<file path="config.mk">
export PLATFORM = sky130hd
export DESIGN_NAME = half_step_stepper_positioner
export DESIGN_NICKNAME = d
export VERILOG_FILES = /design/src/rtl/hssp_pkg.sv /design/src/rtl/hssp_core.sv /design/src/rtl/hssp_outbuf.sv /design/src/rtl/half_step_stepper_positioner.sv
export SDC_FILE = /design/constraint.sdc
export NUM_CORES = 1
export LEC_CHECK = 0
export BUFFER_PORTS_ARGS = -buffer_cell sky130_fd_sc_hd__buf_2
export CAP_MARGIN = 20
export CORE_ASPECT_RATIO = 0.5
export CORE_MARGIN = 1.5
export CORE_UTILIZATION = 55
export DETAILED_ROUTE_END_ITERATION = 8
export GPL_TIMING_DRIVEN = 0
export PLACE_DENSITY = 0.72
export SYNTH_ARGS = -nofsm -noshare
export SYNTH_HDL_FRONTEND = slang
export SYNTH_HIERARCHICAL = 1
export SYNTH_SLANG_ARGS = --single-unit
</file>
<file path="constraint.sdc">
create_clock -name clk -period 5.75 [get_ports clk]
set_clock_uncertainty 0.15 [all_clocks]
set_input_delay 1.725 -clock clk [delete_from_list [all_inputs] [get_ports clk]]
set_output_delay 1.725 -clock clk [all_outputs]
set_load 0.02 [all_outputs]
</file>
<file path="src/rtl/hssp_pkg.sv">
// Shared types, constants and the half-step coil table for the stepper positioner.
// Depends on nothing.
package hssp_pkg;

  localparam int POSITION_WIDTH_DEF = 32;
  localparam int COIL_WIDTH         = 4;
  localparam int PHASE_WIDTH        = 3;
  localparam int TARGET_WIDTH       = 32;
  localparam int OUT_POS_WIDTH      = 32;

  // request function codes
  localparam logic FUNC_TICK = 1'b0;
  localparam logic FUNC_MOVE = 1'b1;

  localparam logic [COIL_WIDTH-1:0] COILS_OFF = '0;

  typedef struct packed {
    logic [COIL_WIDTH-1:0]    coil_pins;
    logic [OUT_POS_WIDTH-1:0] position;
    logic                     target_reached;
    logic                     busy_res;
  } result_t;

  // 8-phase half-step pattern, A..D on bits 0..3
  function automatic logic [COIL_WIDTH-1:0] coil_pattern(input logic [PHASE_WIDTH-1:0] ph);
    logic [COIL_WIDTH-1:0] pat;
    unique case (ph)
      3'd0:    pat = 4'hE;
      3'd1:    pat = 4'hC;
      3'd2:    pat = 4'hD;
      3'd3:    pat = 4'h9;
      3'd4:    pat = 4'hB;
      3'd5:    pat = 4'h3;
      3'd6:    pat = 4'h7;
      default: pat = 4'h6;
    endcase
    return pat;
  endfunction

endpackage

</file>
<file path="src/rtl/hssp_core.sv">
// Positioner state registers and the single-pass update for one request.
// Depends on hssp_pkg.
module hssp_core #(
  parameter int POSITION_WIDTH = hssp_pkg::POSITION_WIDTH_DEF
) (
  input  logic                              clk,
  input  logic                              rst,
  input  logic                              accept,
  input  logic                              func,
  input  logic [hssp_pkg::TARGET_WIDTH-1:0] target_steps,
  output hssp_pkg::result_t                 res
);
  import hssp_pkg::*;

  localparam int EXT_WIDTH = POSITION_WIDTH + TARGET_WIDTH;

  logic [POSITION_WIDTH-1:0] step_position, step_position_next;
  logic [POSITION_WIDTH-1:0] goal_position, goal_position_next;
  logic                      moving, moving_next;
  logic                      arrived, arrived_next;
  logic                      forward, forward_next;
  logic [PHASE_WIDTH-1:0]    phase, phase_next;
  logic [COIL_WIDTH-1:0]     coil_levels, coil_levels_next;

  logic [EXT_WIDTH-1:0]      target_ext;
  logic [EXT_WIDTH-1:0]      pos_ext;
  logic [POSITION_WIDTH-1:0] target;

  // fit the target to the position width
  assign target_ext = {{POSITION_WIDTH{1'b0}}, target_steps};
  assign target     = target_ext[POSITION_WIDTH-1:0];

  // next state for the request at the input
  always_comb begin
    step_position_next = step_position;
    goal_position_next = goal_position;
    moving_next        = moving;
    arrived_next       = arrived;
    forward_next       = forward;
    phase_next         = phase;
    coil_levels_next   = coil_levels;
    if (func == FUNC_MOVE) begin
      goal_position_next = target;
      if (target != step_position) begin
        forward_next = target > step_position;
        moving_next  = 1'b1;
        arrived_next = 1'b0;
      end else begin
        if (moving) begin
          coil_levels_next = COILS_OFF;
        end
        moving_next  = 1'b0;
        arrived_next = 1'b1;
      end
    end else if (moving) begin
      coil_levels_next = coil_pattern(phase);
      if (forward) begin
        phase_next         = phase + PHASE_WIDTH'(1);
        step_position_next = step_position + POSITION_WIDTH'(1);
      end else begin
        phase_next         = phase - PHASE_WIDTH'(1);
        step_position_next = step_position - POSITION_WIDTH'(1);
      end
      if (step_position_next == goal_position) begin
        arrived_next     = 1'b1;
        moving_next      = 1'b0;
        coil_levels_next = COILS_OFF;
      end else begin
        arrived_next = 1'b0;
      end
    end
  end

  // state registers
  always_ff @(posedge clk) begin
    if (rst) begin
      step_position <= '0;
      goal_position <= '0;
      moving        <= 1'b0;
      arrived       <= 1'b1;
      forward       <= 1'b0;
      phase         <= '0;
      coil_levels   <= COILS_OFF;
    end else if (accept) begin
      step_position <= step_position_next;
      goal_position <= goal_position_next;
      moving        <= moving_next;
      arrived       <= arrived_next;
      forward       <= forward_next;
      phase         <= phase_next;
      coil_levels   <= coil_levels_next;
    end
  end

  // result reported after the update
  assign pos_ext            = {{TARGET_WIDTH{1'b0}}, step_position_next};
  assign res.coil_pins      = coil_levels_next;
  assign res.position       = pos_ext[OUT_POS_WIDTH-1:0];
  assign res.target_reached = arrived_next;
  assign res.busy_res       = moving_next;

endmodule

</file>
<file path="src/rtl/hssp_outbuf.sv">
// Two-entry result buffer: an output register with a skid stage behind it.
// Depends on hssp_pkg.
module hssp_outbuf (
  input  logic              clk,
  input  logic              rst,
  input  logic              push,
  input  hssp_pkg::result_t push_data,
  output logic              full,
  output logic              out_valid,
  input  logic              out_stall,
  output hssp_pkg::result_t out_data
);
  import hssp_pkg::*;

  logic    main_valid;
  result_t main_data;
  logic    skid_valid;
  result_t skid_data;
  logic    pop;

  assign pop       = main_valid && !out_stall;
  assign full      = skid_valid;
  assign out_valid = main_valid;
  assign out_data  = main_data;

  // buffer occupancy
  always_ff @(posedge clk) begin
    if (rst) begin
      main_valid <= 1'b0;
      skid_valid <= 1'b0;
    end else if (pop) begin
      if (skid_valid) begin
        skid_valid <= 1'b0;
      end else begin
        main_valid <= push;
      end
    end else if (push) begin
      if (main_valid) begin
        skid_valid <= 1'b1;
      end else begin
        main_valid <= 1'b1;
      end
    end
  end

  // buffer payload
  always_ff @(posedge clk) begin
    if (pop) begin
      if (skid_valid) begin
        main_data <= skid_data;
      end else if (push) begin
        main_data <= push_data;
      end
    end else if (push) begin
      if (main_valid) begin
        skid_data <= push_data;
      end else begin
        main_data <= push_data;
      end
    end
  end

endmodule

</file>
<file path="src/rtl/half_step_stepper_positioner.sv">
// Half-step stepper positioner: a move request sets an absolute target, each tick
// request advances one half step toward it and reports coils, position and status.
// One request is taken every clock cycle unless in_stall is raised; its result is
// registered in the result buffer. The position and phase registers update in the
// cycle of the request, and a two-entry result buffer lets requests keep entering
// while a result waits, so stall is raised only when both entries hold.
// Depends on hssp_pkg, hssp_core and hssp_outbuf.
module half_step_stepper_positioner #(
  parameter int POSITION_WIDTH = hssp_pkg::POSITION_WIDTH_DEF
) (
  input  logic                               clk,
  input  logic                               rst,
  input  logic                               in_valid,
  output logic                               in_stall,
  input  logic                               func,
  input  logic [hssp_pkg::TARGET_WIDTH-1:0]  target_steps,
  output logic                               out_valid,
  input  logic                               out_stall,
  output logic [hssp_pkg::COIL_WIDTH-1:0]    coil_pins,
  output logic [hssp_pkg::OUT_POS_WIDTH-1:0] position,
  output logic                               target_reached,
  output logic                               busy_res
);
  import hssp_pkg::*;

  logic    accept;
  logic    full;
  result_t res;
  result_t out_data;

  assign in_stall = full;
  assign accept   = in_valid && !full;

  // state update
  hssp_core #(
    .POSITION_WIDTH(POSITION_WIDTH)
  ) u_core (
    .clk          (clk),
    .rst          (rst),
    .accept       (accept),
    .func         (func),
    .target_steps (target_steps),
    .res          (res)
  );

  // result buffering
  hssp_outbuf u_outbuf (
    .clk       (clk),
    .rst       (rst),
    .push      (accept),
    .push_data (res),
    .full      (full),
    .out_valid (out_valid),
    .out_stall (out_stall),
    .out_data  (out_data)
  );

  assign coil_pins      = out_data.coil_pins;
  assign position       = out_data.position;
  assign target_reached = out_data.target_reached;
  assign busy_res       = out_data.busy_res;

endmodule

</file>
==> results of run 1 <==
[Yosys cell counts (27+ instances only)]
master / n
inv_1: 45
a21oi_1: 123
nor2_1: 87
xor2_1: 28
nand2_1: 167
o21ai_0: 65
xnor2_1: 31
clkbuf_1: 36
edfxtp_1: 76
nand4_1: 27
nor3_1: 27
ha_1: 68
dfxtp_1: 76
[logic make-up after synthesis]
| kind of cell | count (synthesis) | synth area share |
|---|---|---|
| adder cells (fa/ha/maj) | 69 | 0.0875 |
| AND/OR/NAND/NOR | 387 | 0.180 |
| XOR/XNOR | 63 | 0.0615 |
| flip-flops | 152 | 0.382 |
| AO/OA/AOI/OAI | 295 | 0.183 |
| multiplexers | 43 | 0.0557 |
| buffers and inverters | 110 | 0.0495 |
[worst register-to-register path, delay by kind of cell, from the launching register on]
kind                     cells  cell delay (ns)
buffers and inverters        5             1.05
AND/OR/NAND/NOR              3             1.17
XOR/XNOR                     1             0.17
AO/OA/AOI/OAI                5             1.58
flip-flops                   1             0.51
adder cells (fa/ha/maj)      1             0.29
multiplexers                 1             0.27
[placed cells by master, fill, tap and decap left out, types with 5 or more instances in the layout]
master	instances
a211oi_1	5
a21o_1	23
a21oi_1	122
a221oi_1	6
and2_1	12
buf_2	94
buf_4	6
buf_6	6
clkbuf_1	36
clkbuf_16	17
dfxtp_1	76
edfxtp_1	76
ha_1	68
inv_1	44
mux2_2	19
mux2_4	20
nand2_1	167
nand2b_1	6
nand3_1	11
nand4_1	27
nor2_1	87
nor2b_1	7
nor3_1	27
nor3b_1	5
nor4_1	8
o2111ai_1	6
o21a_1	14
o21ai_0	65
o22ai_1	5
or2_2	7
xnor2_1	31
xor2_1	28
[routing by layer]
metal	up-vias	wire length (um)	share of wire	track usage
li1	4226	-	-	-
met2	526	13100	0.41	0.488
met4	0	504	0.016	0.0680
met1	4375	14500	0.45	0.496
met5	-	0	0	0
met3	43	4160	0.13	0.116
[flip-flops by register name, indices dropped and copies added (netlist names)]
name	cells
u_outbuf/out_data	38
u_outbuf/skid_data	38
u_core/goal_position	32
u_core/step_position	32
u_core/coil_levels	4
u_core/phase	3
u_core/arrived	1
u_core/forward	1
u_core/moving	1
u_outbuf/full	1
u_outbuf/out_valid	1
[power groups by stage]
| stage | combinational [mW] | sequential, mW | clock [mW] |
|---|---|---|---|
| floorplan | 0.571 | 1.30 | 0 |
| global route | 0.987 | 1.25 | 1.20 |
| CTS | 0.886 | 1.25 | 1.15 |
| finish | 0.921 | 1.25 | 1.14 |
| global placement | 0.857 | 1.27 | 0 |
| detailed placement | 0.877 | 1.27 | 0 |
[repair_timing]
action	in CTS	in global routing
endpoints found under the setup margin	3	5
gates resized for setup	1	3
setup buffers	0	3
[through the flow]
| step | cell area (sq um) | cells | power [mW] |
|---|---|---|---|
| global placement | 10600 | 1429 | 2.13 |
| detailed placement | 10700 | 1431 | 2.15 |
| floorplan | 9950 | 1119 | 1.87 |
| global route | 11300 | 1467 | 3.44 |
| finish | 11300 | 1467 | 3.31 |
| CTS | 11300 | 1463 | 3.28 |
[worst min-delay path by stage]
stage | to | slack (ns)
after floorplan | u_core/goal_position[22] | 0.29
after global placement | u_core/goal_position[5] | 0.30
after detailed placement | u_core/goal_position[2] | 0.31
after CTS | u_core/goal_position[2] | 0.32
after global routing | u_core/goal_position[7] | 0.35
final | u_core/goal_position[6] | 0.32
[cell type report]
| cell class | count | area, sq um | share of cell area |
|---|---|---|---|
| plain buffers | 65 | 324 | 0.0286 |
| clock inverters | 15 | 159 | 0.0140 |
| well taps | 234 | 293 | 0.0259 |
| repair buffers | 82 | 463 | 0.0409 |
| inverters | 45 | 173 | 0.0152 |
| clock buffers | 17 | 425 | 0.0376 |
| flip-flops and latches | 152 | 3800 | 0.336 |
| multi-input cells | 857 | 5680 | 0.502 |
==> flow_summary_export.csv, run 1 <==
group,metric,value,unit
worst_setup_path,critPathCapture,"u_outbuf/out_data[0]",
logic_synthesis,yosysWarnings,6,
worst_setup_path,critPathLaunchType,"flip-flop",
flow_run,drv_cap,0,
logic_synthesis,async_reset_ff_frac,0,
clock_network,cts_buffer_depth,2,
logic_synthesis,yosysSeqAreaShare,0.382,
power,seqPwrFrac,0.377,
power,swShare,0.352,
worst_setup_path,regToRegStartpoint,"u_core/forward",
outcome,status,"finished clean",
clock_network,insertion_delay,0.43,ns
global_route,antenna_found_initial,0,
worst_setup_path,cp_common_cell,"a21oi_1",
route,avgViaCountPerCell,6.25,
global_route,grt_max_degree,39,
final_layout,area_growth,13.8,%
route,postRouteAntennaNets,0,
sta,tightest_slew,0.868,ns
logic_synthesis,synth-seq-cells,152,
clock_network,cts_tree,"done",
worst_setup_path,slowest_delay,0.58,ns
global_route,grt.overflow.total,0,
floorplan,core.rowCount,34,
clock_network,cts.clk_slew.worst_paths,0.07,ns
route,drt-pass1-iter-count,5,
worst_setup_path,crit_family,"compound AO/OA/AOI/OAI gates",
floorplan,coreArea,17500,sq um
logic_synthesis,syn_avg_cell_area,8.89,sq um
worst_setup_path,worst-endpoint-required,5.78,ns
worst_setup_path,endpoint_kind,"flip-flop",
final_layout,n_antenna_cell,0,
placement,place_ws,-0.0550,ns
hold_path,worstHoldPathType,"flip-flop to flip-flop",
final_layout,num-nets-final,1326,
logic_synthesis,synth_area,9950,sq um
sta,fin_crit,5.42,ns
hold_path,hp-start,"u_core/goal_position[6]",
final_layout,drive_gt1_frac,0.166,
sta,slew_headroom,0.419,
worst_setup_path,r2r_slack,0.33,ns
hold_path,hold_path_depth,2,
sta,max_freq,184,MHz
power,ir_drop,247,uV
route,vias,9170,
power,cellPowerDensity,293,nW/um^2
clock_network,htree_levels,4,
sta,hold_slack,0.320,ns
sta,maxSlewViolCount,0,
floorplan,design.die.area,19000,sq um
logic_synthesis,postSynthCellCount,1119,
logic_synthesis,synth_top_area_frac,0.229,
logic_synthesis,synthTopCellsByArea,"edfxtp_1 (23%), dfxtp_1 (15%), ha_1 (8.6%)",
floorplan,die_x,193,um
route,wl,32300,um
global_route,grt_pass1_wl,48700,um
sta,rsz0062_at_grt,"false",
power,power.share.combinational,0.278,
logic_synthesis,synthFlopType,"edfxtp_1",
global_route,grt_usage,0.340,
worst_setup_path,cpMaxStageDelayCell,"or4_1",
logic_synthesis,synth_nets,1225,
worst_setup_path,worstPathArrival,5.45,ns
floorplan,start_util,0.568,
power,pwr-share-clk,0.345,
logic_synthesis,yosys.area.top_type,"edfxtp_1",
worst_setup_path,reg2reg_to,"u_outbuf/out_data[0]",
clock_network,clock_sinks,152,
floorplan,io_pins,77,
floorplan,die_h,98.1,um
global_route,grt_pass1_vias,8462,
placement,dp_hpwl,25100,um
worst_setup_path,rr_worst_depth,16,
power,intPower,2.15,mW
sta,tns,0,ns
worst_setup_path,path_cells,"clkinvlp_4 -> buf_16 -> ha_1 -> buf_2 -> a21oi_1 -> nand2_1 -> a221oi_2 -> a2111oi_0 -> a211oi_2 -> xor2_1 -> or4_1 -> nor4_4 -> buf_6 -> a21oi_1 -> buf_4 -> mux2_2",
power,power.net_switching,1.17,mW
sta,fin_ws,0.325,ns
sta,hold_violations,0,
worst_setup_path,worstPathMaxFanout,19,
clock_network,clock-root-buffer,"clkbuf_16",
route,drt_iter0_drc,1156,
final_layout,n_fill_cell,1461,
placement,port_buffers,76,
sta,setup_violations,0,
sta,min_period_over_period,0.943,
worst_setup_path,cp.depth,16,
placement,gp_congestion,1.02,
logic_synthesis,synthDistinctLibCells,76,
worst_setup_path,critical_path_class,"flip-flop to flip-flop",
worst_setup_path,cp.buffers_inverters,5,
worst_setup_path,crit_start,"u_core/forward",
route,drcViolationCount,0,
clock_network,numCtsBuffers,17,
power,leakage,4.57,nW
route,wl_per_cell,22.0,um
final_layout,finish.utilization,0.646,
logic_synthesis,synth_edf_count,76,
clock_network,hold_buffers,0,
Note: power is estimated with default switching activity, not from simulation.
==> inputs of run 2 (changes only) <==
- PLACE_DENSITY: 0.72 -> 0.84
==> run 2 against run 1 <==
  * Power increased by 0.14%
  * First-iteration DRC count fell by 5.0%
  * Clock power about the same
  * Sequential power is essentially flat
  * Die area unchanged
==> flow_summary_export.csv, run 2 (synthesized netlist as in run 1, its figures left out) <==
group,metric,value,unit
outcome,status,"finished clean",
clock_network,cts.clk_slew.worst_paths,0.07,ns
power,ir_drop,248,uV
clock_network,hold_buffers,0,
worst_setup_path,worst-endpoint-required,5.77,ns
worst_setup_path,critical_path_class,"flip-flop to flip-flop",
clock_network,htree_levels,4,
clock_network,cts_buffer_depth,2,
sta,slew_headroom,0.449,
sta,min_period_over_period,0.966,
sta,rsz0062_at_grt,"false",
global_route,grt.overflow.total,0,
route,wl_per_cell,21.3,um
final_layout,n_antenna_cell,0,
global_route,grt_max_degree,39,
placement,dp_hpwl,24500,um
hold_path,hp-start,"u_core/goal_position[7]",
final_layout,drive_gt1_frac,0.161,
global_route,grt_pass1_vias,8418,
floorplan,coreArea,17500,sq um
worst_setup_path,r2r_slack,0.19,ns
route,vias,9223,
clock_network,cts_tree,"done",
clock_network,insertion_delay,0.43,ns
route,drt-pass1-iter-count,8,
final_layout,area_growth,13.7,%
sta,tns,0,ns
sta,max_freq,180,MHz
worst_setup_path,endpoint_kind,"flip-flop",
route,drcViolationCount,0,
final_layout,layout_commonest_cell,"nand2_1",
worst_setup_path,worstPathMaxFanout,23,
power,leakage,4.58,nW
worst_setup_path,reg2reg_to,"u_outbuf/out_data[0]",
floorplan,io_pins,77,
clock_network,clock-root-buffer,"clkbuf_16",
sta,fin_crit,5.56,ns
placement,placed_cell_area,10700,sq um
floorplan,start_util,0.568,
placement,gp_congestion,0.997,
global_route,antenna_found_initial,0,
final_layout,final_cell_mix,"nand2_1 (167), a21oi_1 (122), buf_2 (94), nor2_1 (87)",
worst_setup_path,rr_worst_depth,15,
route,postRouteAntennaNets,0,
clock_network,numCtsBuffers,17,
floorplan,die_h,98.1,um
power,cellPowerDensity,293,nW/um^2
worst_setup_path,critPathCapture,"u_outbuf/out_data[0]",
route,drt_iter0_drc,1098,
flow_run,drv_cap,0,
hold_path,worstHoldPathType,"flip-flop to flip-flop",
final_layout,postLayoutCellArea,11300,sq um
power,power.total,3.32,mW
route,avgViaCountPerCell,6.30,
worst_setup_path,worstPathArrival,5.58,ns
final_layout,num-nets-final,1323,
global_route,grt_pass1_wl,47100,um
placement,port_buffers,76,
worst_setup_path,crit_start,"u_core/forward",
sta,fin_ws,0.194,ns
sta,hold_violations,0,
sta,hold_slack,0.320,ns
placement,place_ws,0.227,ns
floorplan,core.rowCount,34,
clock_network,clock_sinks,152,
global_route,grt_usage,0.326,
sta,setup_violations,0,
route,wl,31200,um
worst_setup_path,critPathLaunchType,"flip-flop",
worst_setup_path,regToRegStartpoint,"u_core/forward",
floorplan,die_x,193,um
floorplan,design.die.area,19000,sq um
sta,maxSlewViolCount,0,
sta,tightest_slew,0.826,ns
-- run 2: cell count changes in the layout (fill, tap and decap cells not counted), sizes merged --
cell	before	now
buf	109	106
bufinv	1	2
inv	51	53
clkinvlp	5	1
clkinv	3	4
-- run 2: layout make-up --
cell class / count / area (sq um)
Multi-Input combinational cell: 857 / 5670
Clock buffer: 17 / 425
Buffer: 65 / 324
Tap cell: 234 / 293
Sequential cell: 152 / 3800
Inverter: 45 / 169
Fill cell: 1434 / 6220
Timing Repair Buffer: 79 / 440
Clock inverter: 15 / 181
-- run 2: worst max-delay path: stages, from the launching register on --
cell and delay, ns:
dfxtp_1 0.45, inv_1 0.30, buf_16 0.26, fa_1 0.41, a21o_1 0.24, a221oi_1 0.70
nor3_1 0.30, nor2_1 0.34, xor2_1 0.48, xor2_1 0.20, o2111ai_1 0.26, nor4_4 0.51
buf_6 0.20, a21oi_1 0.10, buf_4 0.16, mux2_2 0.25
-- run 2: how the worst min path moves through the flow --
stage	to	slack, ns	cells after the start
after global routing	u_core/goal_position[7]	0.33	2
final	u_core/goal_position[7]	0.32	2
after floorplan	u_core/goal_position[22]	0.29	2
after global placement	u_core/goal_position[7]	0.30	2
after detailed placement	u_core/goal_position[7]	0.30	2
after CTS	u_core/goal_position[7]	0.31	2
-- run 2: power breakdown --
| part | leakage [nW] | internal, mW | switching [mW] |
|---|---|---|---|
| Sequential | 1.35 | 1.21 | 0.0400 |
| Combinational | 2.93 | 0.321 | 0.588 |
| Clock | 0.297 | 0.659 | 0.501 |
| Total | 4.58 | 2.19 | 1.13 |
-- run 2: stage by stage --
step / util / cells
final: 0.645 / 1464
after detailed placement: 0.610 / 1431
after floorplan: - / 1119
after global routing: 0.645 / 1464
after CTS: 0.645 / 1463
after global placement: 0.606 / 1429
-- run 2: repair_timing --
item                                    CTS  global route
hold endpoints to repair                  0             0
gates resized for setup                   0             1
setup buffers                             0             0
endpoints found under the setup margin    0             3
-- run 2: layer usage --
layer / vias up / GRT usage / wire length (um)
met5: - / 0 / 0
met3: 48 / 0.0784 / 3780
li1: 4239 / - / -
met1: 4390 / 0.488 / 14100
met2: 546 / 0.472 / 12800
met4: 0 / 0.0775 / 555
